<file path="src/mm4_pkg.sv">
// ----------------------------------------------------------------------------
// mm4_pkg
// Shared constants, types and operation codes of the 4x4 fixed point matrix
// multiplier.
// ----------------------------------------------------------------------------
package mm4_pkg;

    // element format
    localparam int ELEM_BITS = 32;
    localparam int FRAC_BITS = 16;
    localparam int PORT_BITS = 32;
    localparam int DIM       = 4;
    localparam int CELLS     = DIM * DIM;

    // derived widths
    localparam int PROD_BITS = 2 * ELEM_BITS;
    localparam int PAIR_BITS = PROD_BITS + 1;
    localparam int ACC_BITS  = PROD_BITS + 2;

    typedef logic signed [ELEM_BITS-1:0] elem_t;
    typedef logic signed [PROD_BITS-1:0] prod_t;
    typedef logic signed [PAIR_BITS-1:0] pair_t;
    typedef logic signed [ACC_BITS-1:0]  acc_t;
    typedef logic [1:0]                  row_t;

    // saturation limits
    localparam elem_t ELEM_MAX = {1'b0, {(ELEM_BITS-1){1'b1}}};
    localparam elem_t ELEM_MIN = {1'b1, {(ELEM_BITS-1){1'b0}}};

    // operation codes
    localparam logic OP_LOAD = 1'b0;
    localparam logic OP_MUL  = 1'b1;

    // control that travels alongside each beat
    typedef struct packed {
        logic valid;
        row_t row;
    } ctl_t;

endpackage

</file>
<file path="src/mm4_store.sv">
// ----------------------------------------------------------------------------
// mm4_store
// Right-hand matrix storage: one row written per load beat, cleared at reset.
// ----------------------------------------------------------------------------
module mm4_store
(
    input  logic           clk,
    input  logic           rst_n,
    input  logic           wr_en,
    input  mm4_pkg::row_t  wr_row,
    input  mm4_pkg::elem_t wr_e [mm4_pkg::DIM],
    output mm4_pkg::elem_t mat  [mm4_pkg::CELLS]
);

    mm4_pkg::elem_t mat_reg [mm4_pkg::CELLS];

    // row write, element index is row * 4 + column
    always_ff @(posedge clk or negedge rst_n)
    begin
        if (!rst_n)
        begin
            for (int i = 0; i < mm4_pkg::CELLS; i++)
            begin
                mat_reg[i] <= '0;
            end
        end
        else if (wr_en)
        begin
            for (int j = 0; j < mm4_pkg::DIM; j++)
            begin
                mat_reg[{wr_row, 2'(j)}] <= wr_e[j];
            end
        end
    end

    assign mat = mat_reg;

endmodule

</file>
<file path="config.mk">
export PLATFORM = sky130hd
export DESIGN_NAME = mm4_store
export DESIGN_NICKNAME = d
export VERILOG_FILES = /design/src/mm4_pkg.sv /design/src/mm4_store.sv
export SDC_FILE = /design/constraint.sdc
export NUM_CORES = 1
export LEC_CHECK = 0
export ABC_AREA = 1
export BUFFER_PORTS_ARGS = -buffer_cell sky130_fd_sc_hd__buf_2
export CAP_MARGIN = 20
export CORE_AREA = 2 2 249 251
export CTS_BUF_LIST = sky130_fd_sc_hd__clkbuf_4 sky130_fd_sc_hd__clkbuf_8
export DETAILED_ROUTE_END_ITERATION = 8
export DIE_AREA = 0 0 251 253
export SYNTH_ARGS = -nofsm -noshare
export SYNTH_HDL_FRONTEND = slang
export SYNTH_SLANG_ARGS = --single-unit
</file>
<file path="constraint.sdc">
create_clock -name clk -period 0.8 [get_ports clk]
set_input_delay 0.16 -clock clk [delete_from_list [all_inputs] [get_ports clk]]
set_output_delay 0.16 -clock clk [all_outputs]
set_load 0.005 [all_outputs]
</file>
==> flow_metrics.py <==
metrics = {
    "layout": {
        "fin_area_mm2": 0.0313,
        "largest_reg_flops": 512,
        "fin_nets": 3489,
        "fill_cells": 5509,
        "layout-drive-gt1-share_pct": 36.1,
        "synthToLayoutAreaGrowth_pct": 53.2,
        "final_common_cell": "nand2_1",
        "final_cell_mix": "nand2_1 (1151), buf_2 (574), dfrtp_1 (512)",
    },
    "global_routing": {
        "grt_overflow": 0,
        "antenna_found_initial": 1,
        "grt_start_max_net_pins": 71,
        "grt_pass1_wl_um": 123000,
        "grt_pass1_vias": 20900,
        "grt_use_total_pct": 25.0,
    },
    "placed_design": {
        "port_buffers": 644,
        "dpl.hpwl_um": 55300,
        "place_ws_ps": -390,
        "place_congestion": 0.896,
        "dpl_cell_area_mm2": 0.0257,
    },
    "timing": {
        "whs_ps": 16.3,
        "final.min_clock_period_ps": 1410,
        "relSlewSlack_pct": 73.1,
        "fin_crit_sh_pct": 176,
        "fin_tns_setup_ps": -277940,
        "drv_slew": 0,
        "final.setup.worst_slack_ps": -609,
        "hold_viol": 0,
        "fmax_ghz": 0.710,
        "fin_skew_ps": 0,
        "setup_violations": 563,
        "rsz0062_at_grt": "yes",
        "worst_pin_slew_ps": 404,
    },
    "setup_path": {
        "cp.required_ps": 640,
        "end_kind": "output port",
        "arrival_ps": 1250,
        "crit_buf_inv": 1,
        "crit_type": "flip-flop to output port",
        "cpLargestDelayFamily": "flip-flops",
        "start_kind": "flip-flop",
        "reg2reg_slack_ps": -70,
        "reg2reg_from": "mat[507]$_DFFE_PN0P_",
        "crit_chain": "buf_2",
        "critPathMaxFanout": 2,
        "cpPeakStageDelay_ps": 420,
        "worstSetupStartpoint": "mat[115]$_DFFE_PN0P_",
        "cp_slowest_cell": "dfrtp_1",
    },
    "cts": {
        "cts-root-buf": "clkbuf_8",
        "clk_path_buf_depth": 3,
        "clock-sinks": 512,
        "cts.clk_slew.worst_paths_ps": 70,
        "cts_tree": "built",
        "clock_latency_ps": 680,
        "htreeDepth": 3,
        "cts_buffers": 90,
    },
    "logic_synthesis": {
        "synth_cell_types": 10,
        "syn_area_per_cell_um2": 9.12,
        "synth_nets": 2375,
        "yosysSeqAreaShare_pct": 62.7,
        "syn-instance-count": 2242,
        "yosys_warnings": 0,
        "synth-seq-cells": 512,
        "syn_area_mm2": 0.0204,
    },
    "pwr": {
        "p_sw_w": 0.0224,
        "leakage_nw": 17.6,
        "power_frac_comb_pct": 23.9,
        "clkPwrFrac_pct": 32.8,
        "swShare_pct": 29.8,
        "seqPwrFrac_pct": 43.3,
        "p_per_area_mw_per_mm2": 2400,
        "ir_worst_vdd_mv": 1.60,
        "internal_power_w": 0.0528,
    },
    "job": {
        "maxCapViolCount": 0,
    },
    "detailed_routing": {
        "vias": 21100,
        "wl_per_cell_um": 19.8,
        "drt_iter0_drc": 1851,
        "viasPerCell": 5.02,
        "drt-total-wl_um": 83200,
        "firstDrtPassIters": 6,
        "ant_nets": 0,
        "drc": 0,
    },
    "die": {
        "die_y_um": 253,
        "start_util_pct": 33.5,
        "die_area_mm2": 0.0635,
        "dieWidth_um": 251,
        "core_mm2": 0.0610,
        "ios": 645,
        "rows": 91,
    },
    "hold_path": {
        "hp-start": "wr_row[0]",
        "hold_class": "input port to flip-flop",
    },
    "status": {
        "violations": "negative setup slack",
        "status": "finished, violations left",
    },
}
[cells by family after synthesis]
group	count (synthesis)	share of synthesized area, %
simple gates	1543	32.3
buf+inv	187	5.04
flops	512	62.7
[final timing paths]
kind / to / depth (start not counted)
worst max-delay path: mat[115] / 1
worst min register to register: mat[167]$_DFFE_PN0P_ / 2
worst max register to register: mat[507]$_DFFE_PN0P_ / 4
worst min-delay path: mat[145]$_DFFE_PN0P_ / 5
min in group asynchronous: mat[32]$_DFFE_PN0P_ / 3
max in group asynchronous: mat[223]$_DFFE_PN0P_ / 4
[through the flow]
step	utilization (%)	total power [W]	std cells
6_report	51.3	0.0752	4204
5_1_grt	51.3	0.0788	4203
4_1_cts	49.5	0.0737	4073
3_5_place_dp	42.1	0.0463	3645
3_3_place_gp	42.1	0.0459	3645
2_1_floorplan	-	0.0375	2242
[per-layer routing]
| layer | routed length (µm) | vias to the layer above | share of wire, % | GRT usage [%] |
|---|---|---|---|---|
| met5 | 0 | - | 0 | 0 |
| met1 | 32800 | 10300 | 39 | 31.4 |
| met3 | 7360 | 226 | 8.8 | 7.15 |
| met2 | 39400 | 1085 | 47 | 40.1 |
| li1 | - | 9541 | - | - |
| met4 | 3660 | 0 | 4.4 | 11.3 |
[power by group through the flow]
stage                     Sequential, W  Combinational [W]  Clock, W
after global routing             0.0329             0.0195    0.0263
after detailed placement         0.0328             0.0135         0
after floorplan                  0.0329            0.00460         0
after global placement           0.0327             0.0133         0
final                            0.0326             0.0180    0.0247
after CTS                        0.0324             0.0162    0.0251
[cell type report]
class	instances	area [µm²]	share of cell area, %
Inverter	2	12.5	0.0400
Timing Repair Buffer	1207	9050	28.9
Tap cell	790	988	3.16
Clock buffer	135	1670	5.33
Antenna cell	2	5.00	0.0160
Clock inverter	13	115	0.368
Sequential cell	512	12800	40.9
Multi-Input combinational cell	1543	6660	21.3
[cell usage after synthesis]
| master | instances | area, µm² |
|---|---|---|
| nand2_1 | 1154 | 4330 |
| buf_2 | 143 | 716 |
| nand4_1 | 256 | 1600 |
| nor2_4 | 1 | 11.3 |
| nor2_1 | 1 | 3.75 |
| inv_2 | 2 | 7.51 |
| nand3_1 | 131 | 656 |
| buf_4 | 40 | 300 |
| dfrtp_1 | 512 | 12800 |
| clkbuf_1 | 2 | 7.51 |
[timing repair]
action,4_1_cts,5_1_grt
hold endpoints to repair,1024,3
hold buffers,133,3
cloned,0,0
pin swaps,0,1
setup endpoints to repair,512,530
gates resized for setup,63,24
setup buffers,147,131
Note: power is estimated with default switching activity, not from simulation.
