## config.mk

```make
export PLATFORM = sky130hd
export DESIGN_NAME = mm4_sum
export DESIGN_NICKNAME = d
export VERILOG_FILES = /design/src/mm4_pkg.sv /design/src/mm4_sum.sv
export SDC_FILE = /design/constraint.sdc
export NUM_CORES = 2
export LEC_CHECK = 0
export ABC_AREA = 1
export BUFFER_PORTS_ARGS = -buffer_cell sky130_fd_sc_hd__buf_2
export CORE_AREA = 2 2 503 505
export DETAILED_ROUTE_END_ITERATION = 10
export DIE_AREA = 0 0 505 507
export PLACE_DENSITY_LB_ADDON = 0.12
export SLEW_MARGIN = 5
export SYNTH_ARGS = -nofsm -noshare
export SYNTH_HDL_FRONTEND = slang
export SYNTH_SLANG_ARGS = --single-unit
```

## constraint.sdc

```tcl
create_clock -name clk -period 3.3 [get_ports clk]
set_input_delay 0.33 -clock clk [delete_from_list [all_inputs] [get_ports clk]]
set_output_delay 0.33 -clock clk [all_outputs]
set_load 0.02 [all_outputs]
```

## src/mm4_pkg.sv

```systemverilog
// ----------------------------------------------------------------------------
// mm4_pkg
// Shared constants, types and operation codes of the 4x4 fixed point matrix
// multiplier.
// ----------------------------------------------------------------------------
package mm4_pkg;

    // element format
    localparam int ELEM_BITS = 32;
    localparam int FRAC_BITS = 16;
    localparam int PORT_BITS = 32;
    localparam int DIM       = 4;
    localparam int CELLS     = DIM * DIM;

    // derived widths
    localparam int PROD_BITS = 2 * ELEM_BITS;
    localparam int PAIR_BITS = PROD_BITS + 1;
    localparam int ACC_BITS  = PROD_BITS + 2;

    typedef logic signed [ELEM_BITS-1:0] elem_t;
    typedef logic signed [PROD_BITS-1:0] prod_t;
    typedef logic signed [PAIR_BITS-1:0] pair_t;
    typedef logic signed [ACC_BITS-1:0]  acc_t;
    typedef logic [1:0]                  row_t;

    // saturation limits
    localparam elem_t ELEM_MAX = {1'b0, {(ELEM_BITS-1){1'b1}}};
    localparam elem_t ELEM_MIN = {1'b1, {(ELEM_BITS-1){1'b0}}};

    // operation codes
    localparam logic OP_LOAD = 1'b0;
    localparam logic OP_MUL  = 1'b1;

    // control that travels alongside each beat
    typedef struct packed {
        logic valid;
        row_t row;
    } ctl_t;

endpackage

```

## src/mm4_sum.sv

```systemverilog
// ----------------------------------------------------------------------------
// mm4_sum
// Second and third pipeline stages: two-level registered adder tree per column.
// ----------------------------------------------------------------------------
module mm4_sum
(
    input  logic           clk,
    input  logic           rst_n,
    input  logic           en,
    input  mm4_pkg::ctl_t  ctl_in,
    input  mm4_pkg::prod_t prod [mm4_pkg::CELLS],
    output mm4_pkg::ctl_t  ctl_out,
    output mm4_pkg::acc_t  acc  [mm4_pkg::DIM]
);

    mm4_pkg::ctl_t ctl_a_reg;
    mm4_pkg::ctl_t ctl_b_reg;
    mm4_pkg::pair_t pair_reg  [mm4_pkg::DIM][2];
    mm4_pkg::pair_t pair_next [mm4_pkg::DIM][2];
    mm4_pkg::acc_t  acc_reg   [mm4_pkg::DIM];
    mm4_pkg::acc_t  acc_next  [mm4_pkg::DIM];

    // first level: rows 0+1 and rows 2+3 of each column
    always_comb
    begin
        for (int j = 0; j < mm4_pkg::DIM; j++)
        begin
            for (int h = 0; h < 2; h++)
            begin
                pair_next[j][h] = mm4_pkg::pair_t'(prod[(2*h) * mm4_pkg::DIM + j])
                                + mm4_pkg::pair_t'(prod[(2*h+1) * mm4_pkg::DIM + j]);
            end
        end
    end

    // second level: full column sum
    always_comb
    begin
        for (int j = 0; j < mm4_pkg::DIM; j++)
        begin
            acc_next[j] = mm4_pkg::acc_t'(pair_reg[j][0])
                        + mm4_pkg::acc_t'(pair_reg[j][1]);
        end
    end

    // control registers
    always_ff @(posedge clk or negedge rst_n)
    begin
        if (!rst_n)
        begin
            ctl_a_reg <= '0;
            ctl_b_reg <= '0;
        end
        else if (en)
        begin
            ctl_a_reg <= ctl_in;
            ctl_b_reg <= ctl_a_reg;
        end
    end

    // sum registers
    always_ff @(posedge clk)
    begin
        if (en)
        begin
            pair_reg <= pair_next;
            acc_reg  <= acc_next;
        end
    end

    assign ctl_out = ctl_b_reg;
    assign acc     = acc_reg;

endmodule

```

==> qor.csv <==
metric;value;unit
antenna_found_initial;118;
synth_top_area_share;26.5;%
worst_pin_slew;0.846;ns
avgRoutedWirePerCell;23.5;µm
wl;461000;µm
crit_path_frequent_cell;nand2_1;
hold_path.class;in -> reg;
netlist_area;0.0887;mm²
syn_area_per_cell;6.06;µm²
clockRootBuffer;clkbuf_16;
power.leakage;56.8;nW
clock_latency;0.75;ns
ys_warn_count;0;
rr_worst_depth;12;
critical_path.max_stage_delay;0.50;ns
synth_ff_type;edfxtp_1;
setup_viol;0;
clkTransAtPathRegs;0.06;ns
dieArea;0.256;mm²
hpwl;411000;µm
drv_cap;0;
syn_inst;14600;
critical_path_class;reg -> reg;
clock_path_buffers;3;
power_density;520;mW/mm²
area_delta_synth_final;16.8;%
fmax;340;MHz
relSlewSlack;43.4;%
portBuffers;1296;
ys_ff_latch;790;
ios;1297;
skew;0.0258;ns
layoutNonFillerInstCount;19600;
drv_slew;0;
place_inst;19300;
synthesis.nets;16500;
yosys-top-cells-count;nand2_1, inv_1, nor2_1, a21oi_1, edfxtp_1;
finish.utilization;41.4;%
yosys-top-cells-area;edfxtp_1, nand2_1, inv_1, ha_1, nor2_1;
required;3.77;ns
post-cts-setup-buffer-count;0;
final_hold_viol_count;0;
nets;17900;
period_needed;2.94;ns
min_delay_path_depth;1;
cts_buffers;98;
status;completed;
rsz0062_at_grt;false;
synth_largest_area_cell;edfxtp_1;
ys_types;31;
fin_ws;0.360;ns
via_per_inst;5.05;
cp_max_fo;4;
die_w;505;µm
start_kind;flip-flop;
seq_area_frac_synth;26.7;%
crit_path_top_delay_cell;xor2_1;
synthArstFlopShare;0.759;%
grt_pass1_vias;93300;
die_h;507;µm
via_count;99100;
largest_reg_flops;520;
initialDrtViolationCount;9541;
period_share;89.1;%
fin_tns_setup;0;ns
drive_gt1_share;9.96;%
synth_enable_flop_cells;784;
overflow;0;
drcViolationCount;0;
cts_tree;yes;
h-tree-depth;3;
start_util;35.4;%
grt_pass1_wl;645000;µm
grt_use_total;34.7;%
cts_sinks;790;
routabilityCongestion;1.07;
arrival;3.41;ns
num_rows;184;
core;0.250;mm²
drt_pass1_iterations;6;
vdd_ir_drop_max;456;µV
grt_start_max_net_pins;96;
cp-end-kind;flip-flop;
synth.most_common_cell;nand2_1;
crit_chain;ha_1 -> inv_1 -> fa_1 -> nand3b_1 -> nand2_2 -> nand2_1 -> nand2_2 -> nand2_1 -> nand2_2 -> nand2_1 -> nand2_1 -> xor2_1;
dp_slack;0.491;ns
postCtsResizedCells;0;
antenna_left;0;
## layer usage
layer	wire, µm	global-route usage (%)	up-vias
li1	-	-	48700
met1	197000	45.6	45600
met2	202000	55.2	4065
met3	35200	4.94	657
met4	27100	17.9	12
met5	70	0	-
## where the power goes
group | switching, mW | leakage (nW) | internal, mW
Clock | 4.86 | 1.51 | 6.11
Sequential | 1.55 | 7.75 | 14.2
Combinational | 19.4 | 47.6 | 7.74
## final timing paths
kind / from / endpoint / slack [ns]
worst max-delay path: pair_reg[390]$_DFFE_PP_ / acc[216]$_DFFE_PP_ / 0.36
worst min-delay path: en / acc[132]$_DFFE_PP_ / 0.05
worst max register to register: pair_reg[390]$_DFFE_PP_ / acc[216]$_DFFE_PP_ / 0.36
worst min register to register: ctl_a_reg[0]$_DFFE_PN0P_ / ctl_out[0]$_DFFE_PN0P_ / 0.50
max in group asynchronous: rst_n / ctl_a_reg[0]$_DFFE_PN0P_ / 2.54
min in group asynchronous: rst_n / ctl_out[2]$_DFFE_PN0P_ / 0.54
## critical path, delay by kind of cell, from the launching register on
family | cells | cell delay (ns)
xor gates and xnor gates | 1 | 0.50
adders and majority gates | 2 | 0.72
buffers and inverters | 1 | 0.09
DFF | 1 | 0.33
and+or+nand+nor | 8 | 1.02
## what timing repair did
| item | in CTS | in global routing |
|---|---|---|
| hold buffers | 35 | 0 |
| endpoints found under the setup margin | 0 | 0 |
| hold endpoints to repair | 24 | 0 |
## layout by cell type, fill, tap and decap left out, types with 12 or more instances in the layout
cell type      synthesis  routed
diode_2                0      74
o21ai_0              530     530
ha_1                 772     772
o21bai_1              70      70
clkinv_1               0      12
buf_4                  0      44
nand4_1               73      73
a21oi_1             1008    1008
inv_1               2977    2977
nor2_2                12      12
edfxtp_1             784     784
buf_2                  0    1295
fa_1                  12      12
xor2_1               388     388
a21boi_0              12      12
nor3_1               211     211
nand3_1              638     638
clkbuf_16              0     101
a21o_1                27      27
nand2_2               71      71
clkinv_2               0      14
nand2_1             5331    5331
clkbuf_1               1      20
dlygate4sd3_1          0      35
nor2_1              1619    1619
nor4_1                38      38
## cells by family (layout without fill, tap and decap cells)
family	Yosys count	in the layout	share of synthesized area, %
AO/OA/AOI/OAI	1673	1673	9.83
XOR/XNOR	392	392	3.87
adder cells (fa/ha/maj)	784	784	11.2
buffers and inverters	2982	4546	12.6
flip-flops	790	790	26.7
other	0	74	0
AND/OR/NAND/NOR	8015	8015	35.8
## metrics by stage
step	hold slack (ns)	power, mW	instance area, µm²
after CTS	0.0292	53.6	103000
final	0.0505	53.9	104000
after global routing	0.0645	56.7	104000
after detailed placement	0.161	42.4	99900
after global placement	0.163	42.5	99900
after floorplan	0.0344	30.6	88700
## cell type report
cell class | instances | area [µm²]
Fill cell | 28400 | 147000
Clock buffer | 121 | 2600
Tap cell | 3348 | 4190
Timing Repair Buffer | 1385 | 7380
Inverter | 2981 | 11200
Antenna cell | 74 | 185
Sequential cell | 790 | 23700
Clock inverter | 59 | 548
Multi-Input combinational cell | 10900 | 53800
No activity file was read; power rests on OpenSTA's default activity.
