--- src/mm4_pkg.sv ---
// ----------------------------------------------------------------------------
// mm4_pkg
// Shared constants, types and operation codes of the 4x4 fixed point matrix
// multiplier.
// ----------------------------------------------------------------------------
package mm4_pkg;

    // element format
    localparam int ELEM_BITS = 32;
    localparam int FRAC_BITS = 16;
    localparam int PORT_BITS = 32;
    localparam int DIM       = 4;
    localparam int CELLS     = DIM * DIM;

    // derived widths
    localparam int PROD_BITS = 2 * ELEM_BITS;
    localparam int PAIR_BITS = PROD_BITS + 1;
    localparam int ACC_BITS  = PROD_BITS + 2;

    typedef logic signed [ELEM_BITS-1:0] elem_t;
    typedef logic signed [PROD_BITS-1:0] prod_t;
    typedef logic signed [PAIR_BITS-1:0] pair_t;
    typedef logic signed [ACC_BITS-1:0]  acc_t;
    typedef logic [1:0]                  row_t;

    // saturation limits
    localparam elem_t ELEM_MAX = {1'b0, {(ELEM_BITS-1){1'b1}}};
    localparam elem_t ELEM_MIN = {1'b1, {(ELEM_BITS-1){1'b0}}};

    // operation codes
    localparam logic OP_LOAD = 1'b0;
    localparam logic OP_MUL  = 1'b1;

    // control that travels alongside each beat
    typedef struct packed {
        logic valid;
        row_t row;
    } ctl_t;

endpackage

--- src/mm4_sat.sv ---
// ----------------------------------------------------------------------------
// mm4_sat
// Output stage: floor shift of each column sum, saturation, result register.
// ----------------------------------------------------------------------------
module mm4_sat
(
    input  logic                                clk,
    input  logic                                rst_n,
    input  logic                                en,
    input  mm4_pkg::ctl_t                       ctl_in,
    input  mm4_pkg::acc_t                       acc  [mm4_pkg::DIM],
    output mm4_pkg::ctl_t                       ctl_out,
    output logic signed [mm4_pkg::PORT_BITS-1:0] res  [mm4_pkg::DIM],
    output logic                                sat
);

    localparam int TOP_BITS = mm4_pkg::ACC_BITS - mm4_pkg::ELEM_BITS + 1;

    mm4_pkg::ctl_t  ctl_reg;
    mm4_pkg::elem_t res_reg  [mm4_pkg::DIM];
    mm4_pkg::elem_t res_next [mm4_pkg::DIM];
    logic           sat_reg;
    logic           sat_next;

    // shift, range check and clip per column
    always_comb
    begin
        mm4_pkg::acc_t         sh;
        logic [TOP_BITS-1:0]   top;
        sat_next = 1'b0;
        for (int j = 0; j < mm4_pkg::DIM; j++)
        begin
            sh  = acc[j] >>> mm4_pkg::FRAC_BITS;
            top = sh[mm4_pkg::ACC_BITS-1:mm4_pkg::ELEM_BITS-1];
            if ((&top) || !(|top))
            begin
                res_next[j] = sh[mm4_pkg::ELEM_BITS-1:0];
            end
            else
            begin
                sat_next    = 1'b1;
                res_next[j] = sh[mm4_pkg::ACC_BITS-1] ? mm4_pkg::ELEM_MIN
                                                      : mm4_pkg::ELEM_MAX;
            end
        end
    end

    // control register
    always_ff @(posedge clk or negedge rst_n)
    begin
        if (!rst_n)
        begin
            ctl_reg <= '0;
        end
        else if (en)
        begin
            ctl_reg <= ctl_in;
        end
    end

    // result registers
    always_ff @(posedge clk)
    begin
        if (en)
        begin
            res_reg <= res_next;
            sat_reg <= sat_next;
        end
    end

    // sign extension to port width
    always_comb
    begin
        for (int j = 0; j < mm4_pkg::DIM; j++)
        begin
            res[j] = mm4_pkg::PORT_BITS'(res_reg[j]);
        end
    end

    assign ctl_out = ctl_reg;
    assign sat     = sat_reg;

endmodule
--- config.mk ---
export PLATFORM = sky130hd
export DESIGN_NAME = mm4_sat
export DESIGN_NICKNAME = d
export VERILOG_FILES = /design/src/mm4_pkg.sv /design/src/mm4_sat.sv
export SDC_FILE = /design/constraint.sdc
export NUM_CORES = 1
export LEC_CHECK = 0
export ABC_AREA = 1
export BUFFER_PORTS_ARGS = -buffer_cell sky130_fd_sc_hd__buf_2
export CAP_MARGIN = 20
export CORE_AREA = 2 2 154 156
export CTS_BUF_LIST = sky130_fd_sc_hd__clkbuf_16
export CTS_CLUSTER_SIZE = 8
export DETAILED_ROUTE_END_ITERATION = 7
export DIE_AREA = 0 0 156 158
export RECOVER_POWER = 50
export SETUP_SLACK_MARGIN = 0.3
export SLEW_MARGIN = 20
export SYNTH_ARGS = -nofsm -noshare
export SYNTH_HDL_FRONTEND = slang
export SYNTH_SLANG_ARGS = --single-unit
--- constraint.sdc ---
create_clock -name clk -period 0.8 [get_ports clk]
set_input_delay 0.08 -clock clk [delete_from_list [all_inputs] [get_ports clk]]
set_output_delay 0.08 -clock clk [all_outputs]
set_load 0.03 [all_outputs]
==> results of run 1 <==
-- through the flow --
stage / cells / TNS [ns]
2_1_floorplan: 544 / -27.84
3_3_place_gp: 1177 / -60.19
3_5_place_dp: 1177 / -62.19
4_1_cts: 1259 / -46.30
5_1_grt: 1271 / -63.41
6_report: 1271 / -49.84
-- power breakdown --
group          leakage (nW)  internal [W]  total, W  switching (W)
sequential             1.29       0.00822   0.00849       0.000265
combinational          3.64       0.00203   0.00425        0.00223
clock                 0.285       0.00481   0.00770        0.00289
total                  5.22        0.0151    0.0204        0.00538
-- path summary, 6_finish.rpt --
kind                             from    endpoint  slack (ns)
setup reg to reg           ctl_out[2]  ctl_out[2]       -0.10
hold reg to reg            ctl_out[0]  ctl_out[0]        0.53
max in group asynchronous       rst_n  ctl_out[1]        0.61
hold / removal              ctl_in[0]  ctl_out[0]       -0.10
setup / recovery               res[1]      res[1]       -0.31
min in group asynchronous       rst_n  ctl_out[0]        0.01
-- area by class of cell --
cell class                      instances  area, um^2  share of cell area
Multi-Input combinational cell        380        2512              0.2150
Inverter                                4       15.01            0.001285
Timing Repair Buffer                  434        4270              0.3654
Clock inverter                         14       148.9             0.01274
Sequential cell                       132        3953              0.3382
Tap cell                              290       362.8             0.03105
Clock buffer                           17       425.4             0.03640
-- cell usage in the layout, fill, tap and decap left out, drive strengths merged --
cell         instances
nand3b               3
or2                  4
dlygate4sd3          1
nand4                8
edfxtp             129
mux2                 3
nor3                 2
clkbuf              31
nand2              295
dfrtp                3
nand3                9
clkinvlp             3
bufinv               3
inv                  8
buf                419
nor2                56
clkinv               4
-- cells by family after synthesis --
logic type | Yosys count
simple gates | 377
buf+inv | 32
flops | 132
mux | 3
-- cell usage after synthesis --
master | count | share of area
nand4_1 | 8 | 0.0088
or2_1 | 4 | 0.0044
buf_2 | 6 | 0.0053
nand2_1 | 293 | 0.19
dfrtp_1 | 3 | 0.013
nand2_2 | 1 | 0.0011
nor2_1 | 56 | 0.037
edfxtp_1 | 129 | 0.68
nand2_4 | 1 | 0.0020
nand3b_2 | 1 | 0.0020
nand3b_1 | 2 | 0.0026
mux2_2 | 3 | 0.0059
inv_1 | 4 | 0.0026
nand3_1 | 7 | 0.0061
buf_4 | 9 | 0.012
nand3_2 | 2 | 0.0035
buf_6 | 9 | 0.018
nor3_1 | 2 | 0.0018
dlygate4sd3_1 | 1 | 0.0018
clkbuf_1 | 3 | 0.0020
-- routing by layer --
layer	global-route usage	vias to the layer above	part of all wire
met4	0.05111	0	0.027
met5	0	-	0
met2	0.2855	232	0.54
met1	0.1668	2644	0.36
met3	0.04927	38	0.069
li1	-	2645	-
-- timing repair --
action / in CTS / in global routing
buffers inserted: 31 / 11
pin swaps: 57 / 71
endpoints found under the setup margin: 260 / 260
endpoints found under the hold margin: 135 / 132
cloned: 19 / 1
gates resized for setup: 448 / 205
==> flow_summary.json, run 1 <==
{
  "synthXorXnorAreaFrac": 0,
  "clk_latency_ns": 0.41,
  "tightest_slew_ns": 0.4791,
  "holdPathStages": 2,
  "ctsHoldBuffers": 1,
  "syn_area_mm2": 0.005712,
  "required_ns": 0.72,
  "dp_hpwl_mm": 12.92,
  "ant_nets": 0,
  "critical_path_class": "reg2out",
  "syn_nets": 814,
  "finalSetupViolCount": 258,
  "synth.area.mux_share": 0.005915,
  "grt_start_max_net_pins": 33,
  "start_util": 0.2478,
  "drt-initial-drc-count": 300,
  "final_util": 0.5070,
  "crit_cells": 1,
  "dpl_cell_area_mm2": 0.007980,
  "io_pins": 402,
  "fp.dieW_um": 156,
  "clock_skew_ns": 0,
  "overflow": 0,
  "area_growth_pct": 104.6,
  "syn_area_per_cell_um2": 10.50,
  "timing.final.crit_share": 1.389,
  "p_per_area_mw_per_mm2": 1749,
  "grt_pass1_vias": 5531,
  "slowest_delay_ns": 0.45,
  "synth_warnings": 0,
  "hp-class": "in2reg",
  "core_mm2": 0.02305,
  "yosys.area_share.simple": 0.2616,
  "wire_per_inst_um": 16.16,
  "cp-start-kind": "flop",
  "die-area_mm2": 0.02465,
  "path_max_fanout": 1,
  "seq_area_frac_synth": 0.6913,
  "hold_ws_ns": -0.1009,
  "final_area_mm2": 0.01169,
  "endpoint_kind": "output port",
  "rsz0062_at_grt": "true",
  "clk_pin_slew_ns": 0.06,
  "synth_compound_area_frac": 0,
  "ys_ff_latch": 132,
  "cts_tree": "built",
  "violations": "negative hold slack, negative setup slack",
  "slew_viol_final": 0,
  "htree_levels": 4,
  "cts.sinks": 132,
  "antenna_cells": 0,
  "critPathTopFamily": "flip-flops",
  "path_buf_inv": 1,
  "ys_types": 20,
  "finalHoldViolCount": 114,
  "cts_buffers": 17,
  "fillerInstances": 1972,
  "cp_slowest_cell": "edfxtp_1",
  "die_h_um": 158,
  "grt_usage": 0.1543,
  "portBuffers": 337,
  "ir_drop_v": 0.001093,
  "antenna_found_initial": 0,
  "drc": 0,
  "clk_path_buf_depth": 2,
  "r2r_cells": 2,
  "grt_pass1_wl_mm": 29.01,
  "vias_per_cell": 4.374,
  "cap_violations": 0,
  "p_leak_nw": 5.221,
  "synth_adder_area_share": 0,
  "dr.pass1.iters": 6,
  "routed-via-count": 5559,
  "layout-drive-gt1-share": 0.6952,
  "setup_slack_ns": -0.3110,
  "place_ws_ns": -0.5259,
  "timing.fmax_ghz": 0.9001,
  "gp_congestion": 0.8103,
  "status": "complete, but fails checks",
  "synth_top_family_by_area": "simple AND/OR/NAND/NOR gates",
  "min_period_ns": 1.111,
  "maxSlewHeadroom": 0.6806,
  "power_w": 0.02044,
  "arrival_ns": 1.03,
  "rows": 56,
  "critical_path.cell_chain": "buf_6",
  "syn_inst": 544,
  "largest_reg_flops": 128,
  "fin_nets": 1239,
  "postRouteWirelength_mm": 20.53,
  "cts_root_buf": "clkbuf_16"
}
No activity file was read; power rests on OpenSTA's default activity.
==> run 2: changes to the inputs <==
--- a/config.mk
+++ b/config.mk
@@ -8,11 +8,11 @@
 export ABC_AREA = 1
 export BUFFER_PORTS_ARGS = -buffer_cell sky130_fd_sc_hd__buf_2
 export CAP_MARGIN = 20
-export CORE_AREA = 2 2 154 156
+export CORE_AREA = 2 2 156 158
 export CTS_BUF_LIST = sky130_fd_sc_hd__clkbuf_16
 export CTS_CLUSTER_SIZE = 8
 export DETAILED_ROUTE_END_ITERATION = 7
-export DIE_AREA = 0 0 156 158
+export DIE_AREA = 0 0 158 160
 export RECOVER_POWER = 50
 export SETUP_SLACK_MARGIN = 0.3
 export SLEW_MARGIN = 20
==> flow_summary.json, run 2 (synthesis gave the netlist of run 1 again) <==
{
  "status": "complete, but fails checks",
  "violations": "negative hold slack, negative setup slack",
  "dp_hpwl_mm": 13.22,
  "min_period_ns": 1.060,
  "slew_viol_final": 0,
  "final_cell_mix": "buf_2 (177), buf_6 (174), nand2_1 (132)",
  "clk_path_buf_depth": 2,
  "start_util": 0.2398,
  "tightest_slew_ns": 0.6165,
  "setup_slack_ns": -0.2603,
  "clk_pin_slew_ns": 0.06,
  "critPathTopFamily": "flip-flops",
  "grt_pass1_wl_mm": 28.95,
  "postRouteWirelength_mm": 20.31,
  "htree_levels": 4,
  "drt-initial-drc-count": 232,
  "die-area_mm2": 0.02528,
  "vias_per_cell": 4.199,
  "hold_ws_ns": -0.09319,
  "routed-via-count": 5513,
  "wire_per_inst_um": 15.47,
  "finalSetupViolCount": 380,
  "overflow": 0,
  "timing.fmax_ghz": 0.9431,
  "layout-drive-gt1-share": 0.6704,
  "critical_path.cell_chain": "buf_6",
  "ir_drop_v": 0.001101,
  "antenna_cells": 0,
  "antenna_found_initial": 0,
  "grt.busiest_layer": "met2",
  "fin_nets": 1246,
  "rows": 57,
  "grtUsageMet2": 0.2794,
  "core_mm2": 0.02382,
  "fp.dieW_um": 158,
  "path_buf_inv": 1,
  "hp-class": "in2reg",
  "grt_use_met3": 0.03881,
  "cp_slowest_cell": "edfxtp_1",
  "drc": 0,
  "area_growth_pct": 102.4,
  "finalHoldViolCount": 109,
  "fin_setup_tns_ns": -52.54,
  "arrival_ns": 0.98,
  "required_ns": 0.72,
  "timing.final.crit_share": 1.325,
  "critical_path_class": "reg2out",
  "cts_tree": "built",
  "p_per_area_mw_per_mm2": 1764,
  "cts.sinks": 132,
  "place_ws_ns": -0.6111,
  "path_max_fanout": 1,
  "grt_usage": 0.1509,
  "cts_root_buf": "clkbuf_16",
  "endpoint_kind": "output port",
  "cts_buffers": 17,
  "gp_congestion": 0.8037,
  "final_common_cell": "buf_2",
  "grt_pass1_vias": 5553,
  "p_leak_nw": 4.951,
  "die_h_um": 160,
  "cp-start-kind": "flop",
  "io_pins": 402,
  "rsz0062_at_grt": "true",
  "clock_skew_ns": 0,
  "maxSlewHeadroom": 0.5890,
  "cap_violations": 0,
  "clk_latency_ns": 0.40,
  "portBuffers": 337,
  "grt_start_max_net_pins": 24,
  "ctsHoldBuffers": 1,
  "largest_reg_flops": 128,
  "dr.pass1.iters": 4,
  "gr-usage-met1": 0.1629,
  "ant_nets": 0,
  "slowest_delay_ns": 0.41
}
run 2: power breakdown:
part           switching [W]  leakage (nW)  internal (W)  total (W)
Clock                0.00302         0.279       0.00455    0.00758
Combinational        0.00222          3.38       0.00212    0.00434
Sequential          0.000259          1.29       0.00822    0.00848
run 2: per-stage QoR:
stage	power [W]	cells	utilization	cell area [um^2]	hold slack, ns
after floorplan	0.009978	544	-	5813	-0.2156
after global placement	0.01144	1226	0.3442	8198	-0.1199
after detailed placement	0.01148	1226	0.3442	8198	-0.1195
after CTS	0.02037	1307	0.4616	10990	-0.1290
after global routing	0.02110	1313	0.4853	11560	-0.1012
final	0.02039	1313	0.4853	11560	-0.09319
run 2: what timing repair did:
action                                 4_1_cts  5_1_grt
endpoints found under the hold margin      133      116
resized for setup                          432      150
setup endpoints to repair                  260      260
setup buffers                               29        5
gates cloned                                19        1
pin swaps                                   39       47
run 2: area by class of cell:
type / count / area (um^2)
Clock buffer: 17 / 425.4
Multi-Input combinational cell: 380 / 2280
Fill cell: 2097 / 12260
Inverter: 4 / 15.01
Sequential cell: 132 / 3953
Clock inverter: 15 / 141.4
Timing Repair Buffer: 441 / 4342
Tap cell: 324 / 405.4
run 2: worst paths after layout:
check / startpoint / endpoint / slack (ns) / cells after the start
setup / recovery: res[49] / res[49] / -0.26 / 1
hold / removal: ctl_in[1] / ctl_out[1] / -0.09 / 2
setup reg to reg: ctl_out[2] / ctl_out[2] / 0.02 / 1
hold reg to reg: ctl_out[1] / ctl_out[1] / 0.52 / 1
max in group asynchronous: rst_n / ctl_out[1] / 0.57 / 2
min in group asynchronous: rst_n / ctl_out[2] / 0.04 / 2
run 2: metal layers:
metal / up-vias / routed length (um)
met1: 2556 / 7357
met5: - / 0
met2: 251 / 10960
met4: 0 / 519
met3: 32 / 1478
li1: 2674 / -
